## config.mk

```make
export PLATFORM = sky130hd
export DESIGN_NAME = atpr_queue
export DESIGN_NICKNAME = d
export VERILOG_FILES = /design/src/atpr_queue.sv
export SDC_FILE = /design/constraint.sdc
export NUM_CORES = 1
export LEC_CHECK = 0
export ABC_AREA = 0
export BUFFER_PORTS_ARGS = -buffer_cell sky130_fd_sc_hd__buf_2
export CAP_MARGIN = 20
export CORE_MARGIN = 5
export CORE_UTILIZATION = 50
export CTS_CLUSTER_DIAMETER = 50
export DETAILED_ROUTE_END_ITERATION = 8
export HOLD_SLACK_MARGIN = 0.08
export PLACE_DENSITY_LB_ADDON = 0.08
export SLEW_MARGIN = 25
export SYNTH_ARGS = -nofsm -noshare
export SYNTH_HDL_FRONTEND = slang
export SYNTH_SLANG_ARGS = --single-unit
```

## constraint.sdc

```tcl
create_clock -name clock -period 2.3 [get_ports clock]
set_input_delay 0.345 -clock clock [delete_from_list [all_inputs] [get_ports clock]]
set_output_delay 0.345 -clock clock [all_outputs]
set_load 0.01 [all_outputs]
```

## src/atpr_queue.sv

```systemverilog
// atpr_queue: short register queue between front and back
// no package dependencies
module atpr_queue #(
   parameter int WIDTH = 8,
   parameter int DEPTH = 4
) (
   input  logic             clock,
   input  logic             reset,
   input  logic             in_valid,
   output logic             in_ready,
   input  logic [WIDTH-1:0] in_data,
   output logic             out_valid,
   input  logic             out_ready,
   output logic [WIDTH-1:0] out_data
);

   localparam int PTR_W = $clog2(DEPTH);
   localparam int CNT_W = $clog2(DEPTH + 1);

   logic [WIDTH-1:0] mem_ff [DEPTH];
   logic [PTR_W-1:0] wr_ptr_ff, wr_ptr_in;
   logic [PTR_W-1:0] rd_ptr_ff, rd_ptr_in;
   logic [CNT_W-1:0] count_ff, count_in;
   logic             push, pop;

   assign in_ready  = (count_ff != CNT_W'(DEPTH));
   assign out_valid = (count_ff != '0);
   assign push      = in_valid && in_ready;
   assign pop       = out_valid && out_ready;
   assign out_data  = mem_ff[rd_ptr_ff];

   always_comb begin
      wr_ptr_in = wr_ptr_ff;
      rd_ptr_in = rd_ptr_ff;
      count_in  = count_ff;
      if (push) begin
         wr_ptr_in = (wr_ptr_ff == PTR_W'(DEPTH - 1)) ? '0 : wr_ptr_ff + 1'b1;
      end
      if (pop) begin
         rd_ptr_in = (rd_ptr_ff == PTR_W'(DEPTH - 1)) ? '0 : rd_ptr_ff + 1'b1;
      end
      if (push && !pop) begin
         count_in = count_ff + 1'b1;
      end else if (pop && !push) begin
         count_in = count_ff - 1'b1;
      end
   end

   always_ff @(posedge clock) begin
      if (reset) begin
         wr_ptr_ff <= '0;
         rd_ptr_ff <= '0;
         count_ff  <= '0;
      end else begin
         wr_ptr_ff <= wr_ptr_in;
         rd_ptr_ff <= rd_ptr_in;
         count_ff  <= count_in;
      end
   end

   always_ff @(posedge clock) begin
      if (push) begin
         mem_ff[wr_ptr_ff] <= in_data;
      end
   end

   ap_count_range: assert property (@(posedge clock) disable iff (reset)
      count_ff <= CNT_W'(DEPTH))
      else $error("queue fill beyond depth");

   ap_count_up: assert property (@(posedge clock) disable iff (reset)
      (push && !pop) |=> (count_ff == $past(count_ff) + 1'b1))
      else $error("queue fill did not follow a lone push");

   ap_empty_ptrs: assert property (@(posedge clock) disable iff (reset)
      (count_ff == '0) |-> (rd_ptr_ff == wr_ptr_ff))
      else $error("queue pointers apart while empty");

endmodule

```

# [Yosys cells after proc, flatten, opt, wreduce, memory -nomap -nowiden]
# Memories as Yosys holds them, arrays and structs flattened. A register that Yosys moved wholly into a read port is not among the register bits.
# Index checks and enable logic that the tools add are counted.
[classes] add_sub_neg=4 n_eq_ne=3 reduce_logical=8 n_mux=8
[op_table] operator="$mux 2" n=4
[op_table] operator="$mux 3" n=2
[op_table] operator="$add 2x1->2 const B" n=2
[op_table] operator="$eq 2x2->1 const B" n=2
[op_table] operator="$logic_and 1x1->1" n=4
[op_table] operator="$add 3x1->3 const B" n=1
[op_table] operator="$ne 3x3->1 const B" n=1
[op_table] operator="$reduce_bool 3->1" n=1
[op_table] operator="$sub 3x1->3 const B" n=1
[op_table] operator="$logic_not 1->1" n=2
[op_table] operator="$mux 1" n=2
[op_table] operator="$reduce_bool 2->1" n=1
[word_totals] mem_count=1 out_inout_bits=10 ramBits=32 in_bits=12 regBits=7 wordCells=27
[mem_list] memory="mem_ff" words=4 width=8 read_ports=1 rd_clocked_by_memory_dff=1 wr=1 line="20" source="logic [WIDTH-1:0] mem_ff [DEPTH];"

# [Logic depth before layout (Yosys ltp)]
[depth] depth_word=6 depth_mapped=9 ltp_nobuf=8

# [Least setup slack after synthesis]
# No wires, ideal clock.
[synth_timing] path_kind="register to register" startpoint="register count_ff[0]" endpoint="register count_ff[2]" slack_ns=0.129 synth_period_minus_slack_ns=2.171 n_path_buf=1 required_time_ns=2.230 stages_incl_launch_ff=10 t_arrival_ns=2.101 setup_time_ns=0.070 path_cell_list="dfxtp_1 or3b_1 clkbuf_2 and2_4 ha_1 inv_1 fa_1 xor2_1 or3_2 a21oi_1"
[synth_between] elab_chain_cells=5 elab_cells_between_ends=13 classes_between="add/sub: 2; eq/ne: 1; mux: 2; reduce/logical: 8"
[synth_rtl] item="start: declaration" line="23" source="logic [CNT_W-1:0] count_ff, count_in;"
[synth_rtl] item="start signal: assignment" line="57" source="count_ff <= count_in;"
[synth_rtl] item="$ne 3x3->1 (*)" line="26" source="assign in_ready = (count_ff != CNT_W'(DEPTH));"
[synth_rtl] item="via in_ready" line="10" source="output logic in_ready,"
[synth_rtl] item="$logic_and 1x1->1 (*)" line="28" source="assign push = in_valid && in_ready;"
[synth_rtl] item="via push" line="24" source="logic push, pop;"
[synth_rtl] item="$logic_not 1->1" line="44" source="end else if (pop && !push) begin"
[synth_rtl] item="$logic_and 1x1->1" line="44"
[synth_rtl] item="$reduce_bool 2->1 (no source line)"
# The timed path passes the listed nets; every way through them passes the cells marked *. The select of a mux whose other input is x is not followed.
# A chain may end at the register's enable or synchronous reset.

# [Worst setup path after layout]
[layout_timing] startpoint="register count_ff[0]" endpoint="register count_ff[2]"
[layout_between] elab_chain_cells=5 elab_cells_between_ends=13 classes_between="add/sub: 2; eq/ne: 1; mux: 2; reduce/logical: 8"
[layout_rtl] item="branches (longest 5 deep; another with $sub 3x1->3)"
# Parallel ways; which one is timed is not known. The select of a mux whose other input is x is not followed.

==> out/qor.csv <==
stage,metric,value,unit
setup_path,startpoint types,register,
die,Die W,67.2,um
timing,Worst Clk Skew,0.0135,ns
yosys,Synth top cells by count,"edfxtp_1 (32), dfxtp_1 (9), mux4_2 (8), ha_1 (6), and3_2 (4)",
timing,setup_tns,0,ns
yosys,cell type with the largest total area after synthesis,edfxtp_1,
die,die area,0.00451,mm^2
yosys,Ys Warns,0,
routing,via count,829,
setup_path,critical path depth,7,
final_layout,Ant. Diodes,0,
yosys,post-synthesis register bit count,41,
timing,period utilization,94.6,%
setup_path,WP buf/inv,1,
clocking,CTS tree,yes,
die,die boundary height,67.2,um
die,Site Rows,20,
setup_path,R2R Path End,count_ff[2],
timing,Final min period,2.18,ns
power_and_ir_drop,Leak Pwr,0.000685,uW
power_and_ir_drop,VDD IR max,0.000561,V
placement,DP HPWL,1790,um
power_and_ir_drop,combinational share of power,30.7,%
setup_path,slowest cell delay on critical path,0.40,ns
grt,largest net degree at the start of global routing,13,
routing,final wirelength,2550,um
power_and_ir_drop,Int Pwr,1320,uW
yosys,Post-Syn Nets,109,
worst_hold_path,Min-Delay Path Depth,1,
setup_path,Setup crit end,count_ff[2],
clocking,clock buffer depth,2,
setup_path,"Arr. time, crit path",2.45,ns
die,initial cell density of the core,52.7,%
timing,smallest setup slack after layout,0.124,ns
worst_hold_path,Hold Path Class,input port to register,
timing,relative slew slack,74.2,%
placement,RD Place Congestion,0.760,
die,io pins,22,
placement,"Cell Area, Placed",0.00180,mm^2
setup_path,crit path launch,count_ff[0],
timing,RSZ-0062 raised after global routing,false,
final_layout,Post-layout nets,136,
flow_run,max cap viols,0,
timing,"Hold Vio Cnt, Final",0,
setup_path,worst setup path class,register to register,
power_and_ir_drop,Clk network pwr share,17.2,%
timing,worst slew pin tran,0.387,ns
final_layout,Final Instance Area,0.00185,mm^2
setup_path,worst r2r src,count_ff[0],
clocking,clk_lat worst skew,0.33,ns
yosys,sequential fraction of the synthesis area,69.8,%
grt,initial antenna violation count,0,
clocking,H-tree levels,2,
clocking,CTS root buf,clkbuf_4,
clocking,"Reg clk slew, reported paths",0.11,ns
setup_path,slowest CP cell,or3_2,
grt,GR Util All Layers,13.6,%
setup_path,crit end category,register,
timing,Slew Limit Fails,0,
placement,post-place setup slack,0.112,ns
routing,drt first pass iters,4,
yosys,mapped cell area,0.00163,mm^2
clocking,number of gates resized after CTS,0,
setup_path,WP data required,2.58,ns
yosys,post-synthesis async set-or-reset flop share,0,%
clocking,hold buffer count at cts,0,
routing,final antenna-violating net count,0,
routing,mean number of vias per cell,5.12,
clocking,CTS Sinks,41,
setup_path,reg2reg path depth,7,
yosys,leading cell type by number of instances after synthesis,edfxtp_1,
power_and_ir_drop,Seq pwr share,52.1,%
grt,GRT Max-Usage Layer,met2,
yosys,Synth top area share,58.8,%
clocking,Inserted Clock Buffers,5,
setup_path,CP max FO,5,
status,status,completed,
power_and_ir_drop,switching power,554,uW
power_and_ir_drop,sw frac,29.5,%
worst_hold_path,hold path start,in_data[0],
setup_path,CP cell instances,o31ai_1 -> ha_1 -> inv_1 -> fa_1 -> xor2_1 -> or3_2 -> a21oi_1,
routing,1st-iter DRT viols,62,
yosys,Yosys cell types,26,
timing,setup violators final,0,
power_and_ir_drop,power density cells,1010,mW/mm^2
placement,buffers added on ports,21,
routing,Remaining DRCs,0,
clocking,"Setup Fix Bufs, Post-CTS",0,
routing,routed length per placed instance,15.7,um
setup_path,Reg2Reg Setup Slack,0.12,ns
grt,first-pass GRT wire length,4250,um
yosys,prevailing post-synth register cell,edfxtp_1,
die,Core ar.,0.00310,mm^2
yosys,"top cells by area, synth","edfxtp_1 (59%), dfxtp_1 (11%), mux4_2 (11%)",
grt,met2 GRT Util,23.7,%
grt,met1 Use GR,14.6,%
grt,met3 Track Usage GR,5.82,%
final_layout,ratio of cells with drive above 1 in the final layout,38.1,%
yosys,number of synthesized flops with an enable pin,32,
grt,grt total ovfl,0,
final_layout,area delta synth->final,13.1,%
timing,Max Fclk,0.459,GHz
grt,number of global-route vias before repair,884,
setup_path,CP top delay family,adder cells,
yosys,synthesized area per cell,18.2,um^2
yosys,Synth Instances,90,
==> stage by stage <==
step	cells	hold WS [ns]	util (%)	total power [uW]
after global routing	162	0.198	59.6	2020
final	162	0.227	59.6	1870
after global placement	154	0.480	58.0	1550
after detailed placement	154	0.493	58.0	1570
after CTS	162	0.204	59.6	1900
after floorplan	90	0.444	-	1380
==> placed cells by master, fill, tap and decap left out, types with 2 or more instances in the layout <==
cell,count
mux2i_1,3
inv_1,3
clkbuf_4,5
nand2b_1,2
mux4_2,8
buf_4,3
buf_2,21
nor2_1,3
xor2_1,2
dfxtp_1,9
and3_2,4
or3_2,2
clkbuf_1,2
edfxtp_1,32
a21oi_1,2
ha_1,6
==> layout make-up <==
type                    instances  area (um^2)
clock buffers                   7         45.0
multi-input cells              42          464
inverters                       3         11.3
repair buffers                 24          128
well taps                      44         55.1
clock inverters                 1         3.75
fillers                       265         1250
flip-flops and latches         41         1140
==> logic make-up (layout without fill, tap and decap cells) <==
logic type,Yosys count,after routing,share of synthesized area [%]
compound gates,5,5,2.14
mux,11,11,12.9
flops,41,41,69.8
xor+xnor,2,2,1.07
buf+inv,7,35,1.76
fa+ha+maj,7,7,5.82
simple gates,17,17,6.51
==> worst min-delay path by stage <==
stage | to | slack [ns]
5_1_grt | mem_ff[0][2] | 0.20
6_report | mem_ff[0][0] | 0.23
2_1_floorplan | mem_ff[0][0] | 0.44
3_5_place_dp | register | 0.49
4_1_cts | mem_ff[1][5] | 0.20
3_3_place_gp | rd_ptr_ff[0] | 0.48
==> per-layer routing <==
layer  wire [um]  part of all wire (%)  up-vias
met5           0                     0        -
met1        1040                    41      402
met3         135                   5.3        5
met2        1330                    52       20
li1            -                     -      402
met4          47                   1.8        0
==> flip-flops by register name (all words and copies together), names as in the netlist, named ones only <==
signal     count
count_ff       3
mem_ff        32
rd_ptr_ff      2
wr_ptr_ff      2
==> power groups by stage <==
stage          Combinational (uW)  Sequential, uW  Clock [uW]
2_1_floorplan                 408             970           0
3_3_place_gp                  559             987           0
3_5_place_dp                  579             995           0
4_1_cts                       585             978         337
5_1_grt                       647             994         375
6_report                      576             977         322
No activity file was read; power rests on OpenSTA's default activity.
