File: config.mk
export PLATFORM = sky130hd
export DESIGN_NAME = atpr_front
export DESIGN_NICKNAME = d
export VERILOG_FILES = /design/src/atpr_pkg.sv /design/src/atpr_front.sv
export SDC_FILE = /design/constraint.sdc
export NUM_CORES = 1
export LEC_CHECK = 0
export BUFFER_PORTS_ARGS = -buffer_cell sky130_fd_sc_hd__clkbuf_2
export CAP_MARGIN = 25
export CORE_ASPECT_RATIO = 1.2
export CORE_MARGIN = 5
export CORE_UTILIZATION = 35
export CTS_BUF_LIST = sky130_fd_sc_hd__clkbuf_2
export DETAILED_ROUTE_END_ITERATION = 8
export GPL_ROUTABILITY_DRIVEN = 0
export GPL_TIMING_DRIVEN = 1
export PLACE_DENSITY_LB_ADDON = 0.25
export SLEW_MARGIN = 30
export SYNTH_ARGS = -nofsm -noshare
export SYNTH_HDL_FRONTEND = slang
export SYNTH_SLANG_ARGS = --single-unit
export TNS_END_PERCENT = 10
File: constraint.sdc
create_clock -name clock -period 5.3 [get_ports clock]
set_clock_uncertainty 0.15 [all_clocks]
set_input_delay 1.59 -clock clock [delete_from_list [all_inputs] [get_ports clock]]
set_output_delay 1.59 -clock clock [all_outputs]
set_load 0.02 [all_outputs]
File: src/atpr_pkg.sv
// atpr_pkg: shared widths, constants, the transaction type between front and back
// and the arctangent table and output rounding used by the tilt angle unit
// no dependencies
package atpr_pkg;

   localparam int FIELD_W    = 16;
   localparam int PITCH_W    = 15;
   localparam int ROLL_W     = 16;
   localparam int SAMPLE_W   = 32;
   localparam int VEC_W      = 36;
   localparam int ANG_W      = 35;
   localparam int STEP_IDX_W = 5;
   localparam int TABLE_LEN  = 24;

   localparam int ROUND_SHIFT = 17;
   localparam int RND_W       = ANG_W - ROUND_SHIFT;

   localparam int GAIN_W     = 30;
   localparam int MAG_W      = 33;
   localparam int MAG_LO_W   = 17;
   localparam int MAG_HI_W   = MAG_W - MAG_LO_W;
   localparam int PROD_HI_W  = MAG_HI_W + GAIN_W;
   localparam int PROD_LO_W  = MAG_LO_W + GAIN_W;
   localparam int SUM_W      = 64;

   localparam int QUEUE_DEPTH = 4;

   localparam int CORDIC_STEPS_DEF = 16;
   localparam int SAMPLE_BITS_DEF  = 16;

   localparam logic signed [ANG_W-1:0] PI_Q30     = 35'sd3373259426;
   localparam logic signed [ANG_W-1:0] ROUND_HALF = 35'sd65536;
   localparam logic [GAIN_W-1:0]       INV_GAIN_Q30 = 30'd652032874;
   localparam logic [SUM_W-1:0]        GAIN_ROUND   = 64'd536870912;

   localparam logic signed [RND_W-1:0] PITCH_LIMIT = 18'sd12868;
   localparam logic signed [RND_W-1:0] ROLL_LIMIT  = 18'sd25736;

   typedef struct packed {
      logic signed [SAMPLE_W-1:0] x;
      logic signed [VEC_W-1:0]    a;
      logic signed [VEC_W-1:0]    b;
      logic signed [ANG_W-1:0]    ang;
      logic                       roll_zero;
   } front_item_type;

   // round(atan(2^-i) * 2^30)
   function automatic logic signed [ANG_W-1:0] atan_q30(input logic [STEP_IDX_W-1:0] idx);
      logic signed [ANG_W-1:0] val;
      unique case (idx)
         5'd0:    val = 35'sd843314857;
         5'd1:    val = 35'sd497837829;
         5'd2:    val = 35'sd263043837;
         5'd3:    val = 35'sd133525159;
         5'd4:    val = 35'sd67021687;
         5'd5:    val = 35'sd33543516;
         5'd6:    val = 35'sd16775851;
         5'd7:    val = 35'sd8388437;
         5'd8:    val = 35'sd4194283;
         5'd9:    val = 35'sd2097149;
         5'd10:   val = 35'sd1048576;
         5'd11:   val = 35'sd524288;
         5'd12:   val = 35'sd262144;
         5'd13:   val = 35'sd131072;
         5'd14:   val = 35'sd65536;
         5'd15:   val = 35'sd32768;
         5'd16:   val = 35'sd16384;
         5'd17:   val = 35'sd8192;
         5'd18:   val = 35'sd4096;
         5'd19:   val = 35'sd2048;
         5'd20:   val = 35'sd1024;
         5'd21:   val = 35'sd512;
         5'd22:   val = 35'sd256;
         5'd23:   val = 35'sd128;
         default: val = '0;
      endcase
      return val;
   endfunction

   // q30 radians to q13, half rounds up, then clamp to +/- limit
   function automatic logic signed [RND_W-1:0] round_sat(input logic signed [ANG_W-1:0] ang,
                                                         input logic signed [RND_W-1:0] limit);
      logic signed [ANG_W-1:0] sum;
      logic signed [RND_W-1:0] q;
      sum = ang + ROUND_HALF;
      q   = $signed(sum[ANG_W-1:ROUND_SHIFT]);
      if (q > limit) begin
         q = limit;
      end else if (q < -limit) begin
         q = -limit;
      end
      return q;
   endfunction

endpackage

File: src/atpr_front.sv
// atpr_front: accepts a sample, scales it and folds the roll vector into the right
// half plane, flagging the zero vector; holds one transaction for the queue
// depends on atpr_pkg
module atpr_front #(
   parameter int SAMPLE_BITS = atpr_pkg::SAMPLE_BITS_DEF
) (
   input  logic                                 clock,
   input  logic                                 reset,
   input  logic                                 req_valid,
   output logic                                 req_ready,
   input  logic signed [atpr_pkg::FIELD_W-1:0]  req_accel_x,
   input  logic signed [atpr_pkg::FIELD_W-1:0]  req_accel_y,
   input  logic signed [atpr_pkg::FIELD_W-1:0]  req_accel_z,
   output logic                                 out_valid,
   input  logic                                 out_ready,
   output atpr_pkg::front_item_type             out_item
);
   import atpr_pkg::*;

   localparam int LEAD = SAMPLE_W - SAMPLE_BITS;

   function automatic logic signed [SAMPLE_W-1:0] load_sample(input logic [FIELD_W-1:0] raw);
      logic [SAMPLE_W-1:0] wide;
      logic [SAMPLE_W-1:0] aligned;
      wide    = {{(SAMPLE_W-FIELD_W){1'b0}}, raw};
      aligned = wide << LEAD;
      return $signed(aligned) >>> 1;
   endfunction

   logic            valid_ff;
   logic            valid_in;
   logic            load;
   front_item_type  item_ff;
   front_item_type  item_in;

   logic signed [SAMPLE_W-1:0] sx, sy, sz;
   logic signed [VEC_W-1:0]    za, nb;

   assign load      = !valid_ff || out_ready;
   assign req_ready = load;
   assign valid_in  = load ? req_valid : valid_ff;

   always_comb begin
      sx = load_sample($unsigned(req_accel_x));
      sy = load_sample($unsigned(req_accel_y));
      sz = load_sample($unsigned(req_accel_z));
      za = VEC_W'(sz);
      nb = -VEC_W'(sy);
      item_in.x         = sx;
      item_in.roll_zero = (sz == '0) && (sy == '0);
      if (za < 0) begin
         item_in.ang = (nb >= 0) ? PI_Q30 : -PI_Q30;
         item_in.a   = -za;
         item_in.b   = -nb;
      end else begin
         item_in.ang = '0;
         item_in.a   = za;
         item_in.b   = nb;
      end
   end

   always_ff @(posedge clock) begin
      if (reset) begin
         valid_ff <= 1'b0;
      end else begin
         valid_ff <= valid_in;
      end
   end

   always_ff @(posedge clock) begin
      if (req_valid && load) begin
         item_ff <= item_in;
      end
   end

   assign out_valid = valid_ff;
   assign out_item  = item_ff;

endmodule

# [After elaboration in Yosys (flattened, before gate mapping)]
# Cells that the tools add are included.
[totals] input_bits=52 romBits=0 memories=0 mem_bits_rw=0 latch_bits=0 reg_bits=125
[op_classes] shift=0 eq_ne=0 multipliers=0 div_mod_pow=0 bitwise_logic=0 magnitude_cmp=2 reduce_logical=6 add_sub_neg=3 mux=2
[op_table] operator="107-bit 2-to-1 mux" count=1
[op_table] operator="31-bit negation with 36-bit output" count=2
[op_table] operator="32-bit logical NOT" count=2
[op_table] operator="36-bit by 1-bit greater-or-equal comparator with 1-bit output (second input constant)" count=1
[op_table] operator="36-bit negation" count=1
[op_table] operator="35-bit 2-to-1 mux" count=1
[op_table] operator="31-bit by 1-bit less-than comparator with 1-bit output (second input constant)" count=1
[op_table] operator="1-bit logical AND" count=2
[op_table] operator="1-bit logical NOT" count=1
[op_table] operator="1-bit logical OR" count=1

# [Longest topological paths before layout]
[depth] depth_word=4 mapped_depth=11 depth_no_buf=8

# [Worst setup path before layout]
# No wires, ideal clock.
[synth_timing] kind="input -> register" start="input port req_accel_y[1] in the netlist's numbering" end="register item_ff (netlist bit out_item[68]), data pin" setup_ps=273 cell_stages=10 arrival_time_ps=3814 path_buffers=2 setup_slack_ps=1063 required_ps=4877 cell_sequence="clkbuf_1 -> inv_1 -> ha_1 -> or3b_1 -> buf_2 -> nor3_1 -> and3_1 -> ha_1 -> nor3_1 -> a31oi_1"
[synth_lines] item="start, declared" line="atpr_front.sv:12" source="input logic signed [atpr_pkg::FIELD_W-1:0] req_accel_y,"
[synth_lines] item="end signal, assigned" line="atpr_front.sv:72" source="item_ff <= item_in;"
[synth_lines] item="end, declared" line="atpr_front.sv:33" source="front_item_type item_ff;"

==> impl_metrics.tcl <==
set metrics [dict create \
    status "finished clean" \
    timing.final.ws_setup_ps 1210 \
    dr.pass1.iters 4 \
    clk_latency_ps 510 \
    ctsHtreeMaxLevel 3 \
    stdcell_count 585 \
    met2_wirelength_um 4270 \
    fin_setup_tns_ps 0 \
    synth_compound_area_frac 0.0906 \
    diodes 0 \
    routedWlPerCell_um 14.9 \
    cts_tree "yes" \
    max_freq_mhz 244 \
    grt_max_degree 44 \
    leakage_nw 1.85 \
    design_power_total_mw 1.13 \
    setup_viol 0 \
    start_kind "input port" \
    end_kind "flip-flop" \
    clk_pin_slew_ps 190 \
    synth_edf_count 62 \
    cts.repair.resized 0 \
    die_w_um 105 \
    postRouteAntennaNets 0 \
    period_minus_slack_ps 4090 \
    cp_data_required_time_ps 5380 \
    crit_path_start "req_accel_y[0]" \
    drt_iter0_drc 113 \
    synth-main-ff-cell "edfxtp_1" \
    ys_seq_area_frac 0.497 \
    post-place-ws_ps 682 \
    cts_made_buffers 9 \
    crit_path_max_incr_delay_ps 520 \
    vdd_drop_max_mv 0.0773 \
    worstPathArrival_ps 4170 \
    r2r_start "out_valid$_SDFFE_PP0N_" \
    wl_um 8710 \
    yosysWarnings 0 \
    synth_common_cells "buf_4, edfxtp_1, xnor2_1" \
    slew_violations 0 \
    drc 0 \
    yosysTopAreaCellShare 0.492 \
    path_buf_inv 2 \
    post_dp_cell_area_um2 4230 \
    vias 2704 \
    portBuffers 147 \
    drive_gt1_frac 0.382 \
    die_h_um 124 \
    ys_ff_latch 63 \
    gr-usage-all-layers 0.127 \
    syn_to_final_growth_pct 14.2 \
    multi_input_area_um2 1400 \
    grt.overflow.total 0 \
    wl_met3_um 943 \
    die_area_um2 13000 \
    clk_path_buf_depth 2 \
    final_cell_area_um2 4320 \
    drt-vias-per-instance 4.62 \
    grt_pass1_vias 2448 \
    fillCellCount 999 \
    synth_cell_types 47 \
    coreArea_um2 10600 \
    power-per-cell-area_nw_per_um2 261 \
    netlist_top_cells_area "edfxtp_1, buf_4, xnor2_1" \
    rsz0062_at_grt "false" \
    holdWs_ps 386 \
    async_flop_share 0 \
    synth_area_um2 3780 \
    fin_crit_sh 0.773 \
    initial_core_util 0.358 \
    crit_slowest_cell "or3b_1" \
    yosysTopAreaCell "edfxtp_1" \
    cts_sinks 63 \
    drv_cap 0 \
    synthAdderAreaFrac 0.0132 \
    synthSimpleGateAreaFrac 0.108 \
    hold_viol 0 \
    synth_area_per_cell_um2 11.3 \
    grt_pass1_wl_um 12800 \
    root_buffer "clkbuf_2" \
    critPathKind "input port to flip-flop" \
    hold_buffers 0 \
    crit_fanout 9 \
    synth_top_family_by_area "buffers and inverters" \
    worst_slew_pin_slew_ps 892 \
    dp_hpwl_um 6790 \
    num_io_pins 194 \
    top_layer_used "met4" \
    synth_xor_area_frac 0.106 \
    final_nets 507 \
    synthCells 335 \
    path_cells "clkbuf_2 -> inv_1 -> ha_1 -> or3b_1 -> nor3_1 -> and3_1 -> ha_1 -> nor3_1 -> a31oi_1" \
    register_area_um2 1880 \
    utilization 0.409 \
    cpLargestDelayFamily "simple AND/OR/NAND/NOR gates" \
    synthMuxAreaShare 0.00265 \
    hold_path.class "flip-flop to flip-flop" \
    relSlewSlack 0.406 \
    rows 41 \
    post_cts_buffers 0 \
    antenna_found_initial 0 \
    yosysMostFrequentCell "buf_4" \
    wl_met1_um 3310 \
    dpl.cell_count 569 \
    worstHoldStart "out_valid$_SDFFE_PP0N_" \
]
[routing by layer]
layer / GRT usage / up-vias
met1: 0.143 / 1239
met4: 0.0568 / 0
met3: 0.0404 / 12
met5: 0 / -
met2: 0.222 / 161
li1: - / 1292
[power by group]
group | internal, mW | total [mW] | switching [mW]
combinational | 0.0813 | 0.267 | 0.186
clock | 0.0617 | 0.253 | 0.192
sequential | 0.593 | 0.606 | 0.0127
[worst reg2reg max path, stage by stage (launching register included)]
cell	delay (ps)
dfxtp_1	360
nand2b_1	100
and2_2	490
buf_4	560
[cell type report]
cell class | count | area share
inverters | 8 | 0.00695
well taps | 129 | 0.0374
multi-input cells | 220 | 0.325
clock inverters | 7 | 0.0110
flip-flops and latches | 63 | 0.436
clock buffers | 9 | 0.0104
repair buffers | 149 | 0.174
[layout by cell type (no fill, tap or decap), types with 2 or more instances in the layout]
cell type,Yosys,routed
a21oi_1,6,6
o21ai_0,8,8
clkinv_2,0,2
conb_1,1,50
o21ai_1,3,3
inv_1,8,8
o41ai_1,3,3
o31a_1,2,2
clkbuf_2,0,156
nand2_1,17,17
or3_1,4,4
buf_4,78,2
nand3_1,5,5
nand2b_1,3,3
nor4_1,2,2
clkinv_4,0,2
and3_1,4,4
o41ai_2,3,3
or4_1,3,3
and2_1,4,3
nor3_1,12,12
o31ai_1,5,5
nand4_1,3,3
edfxtp_1,62,62
ha_1,4,4
a31oi_1,3,3
xor2_1,11,11
xnor2_1,35,35
nor2_1,11,11
o22ai_1,3,3
[logic make-up (layout without fill, tap and decap cells)]
group,count (synthesis),in the layout
XOR/XNOR,46,46
buffers and inverters,101,173
adder cells (fa/ha/maj),4,4
other,1,50
flip-flops,63,63
AO/OA/AOI/OAI,45,45
AND/OR/NAND/NOR,74,74
multiplexers,1,1
[final timing paths]
check        slack [ps]  cells past startpoint                           to
min reg2reg         390                      2       out_valid$_SDFFE_PP0N_
min                 390                      2       out_valid$_SDFFE_PP0N_
max                1210                      9       out_item[68]$_DFFE_PP_
max reg2reg        3260                      3  out_item[106]$_SDFFCE_PN0P_
[registers in the layout, indices dropped and copies added, names as in the netlist]
| register | cells |
|---|---|
| out_item | 62 |
| out_valid | 1 |
(Power assumes the default switching activity.)
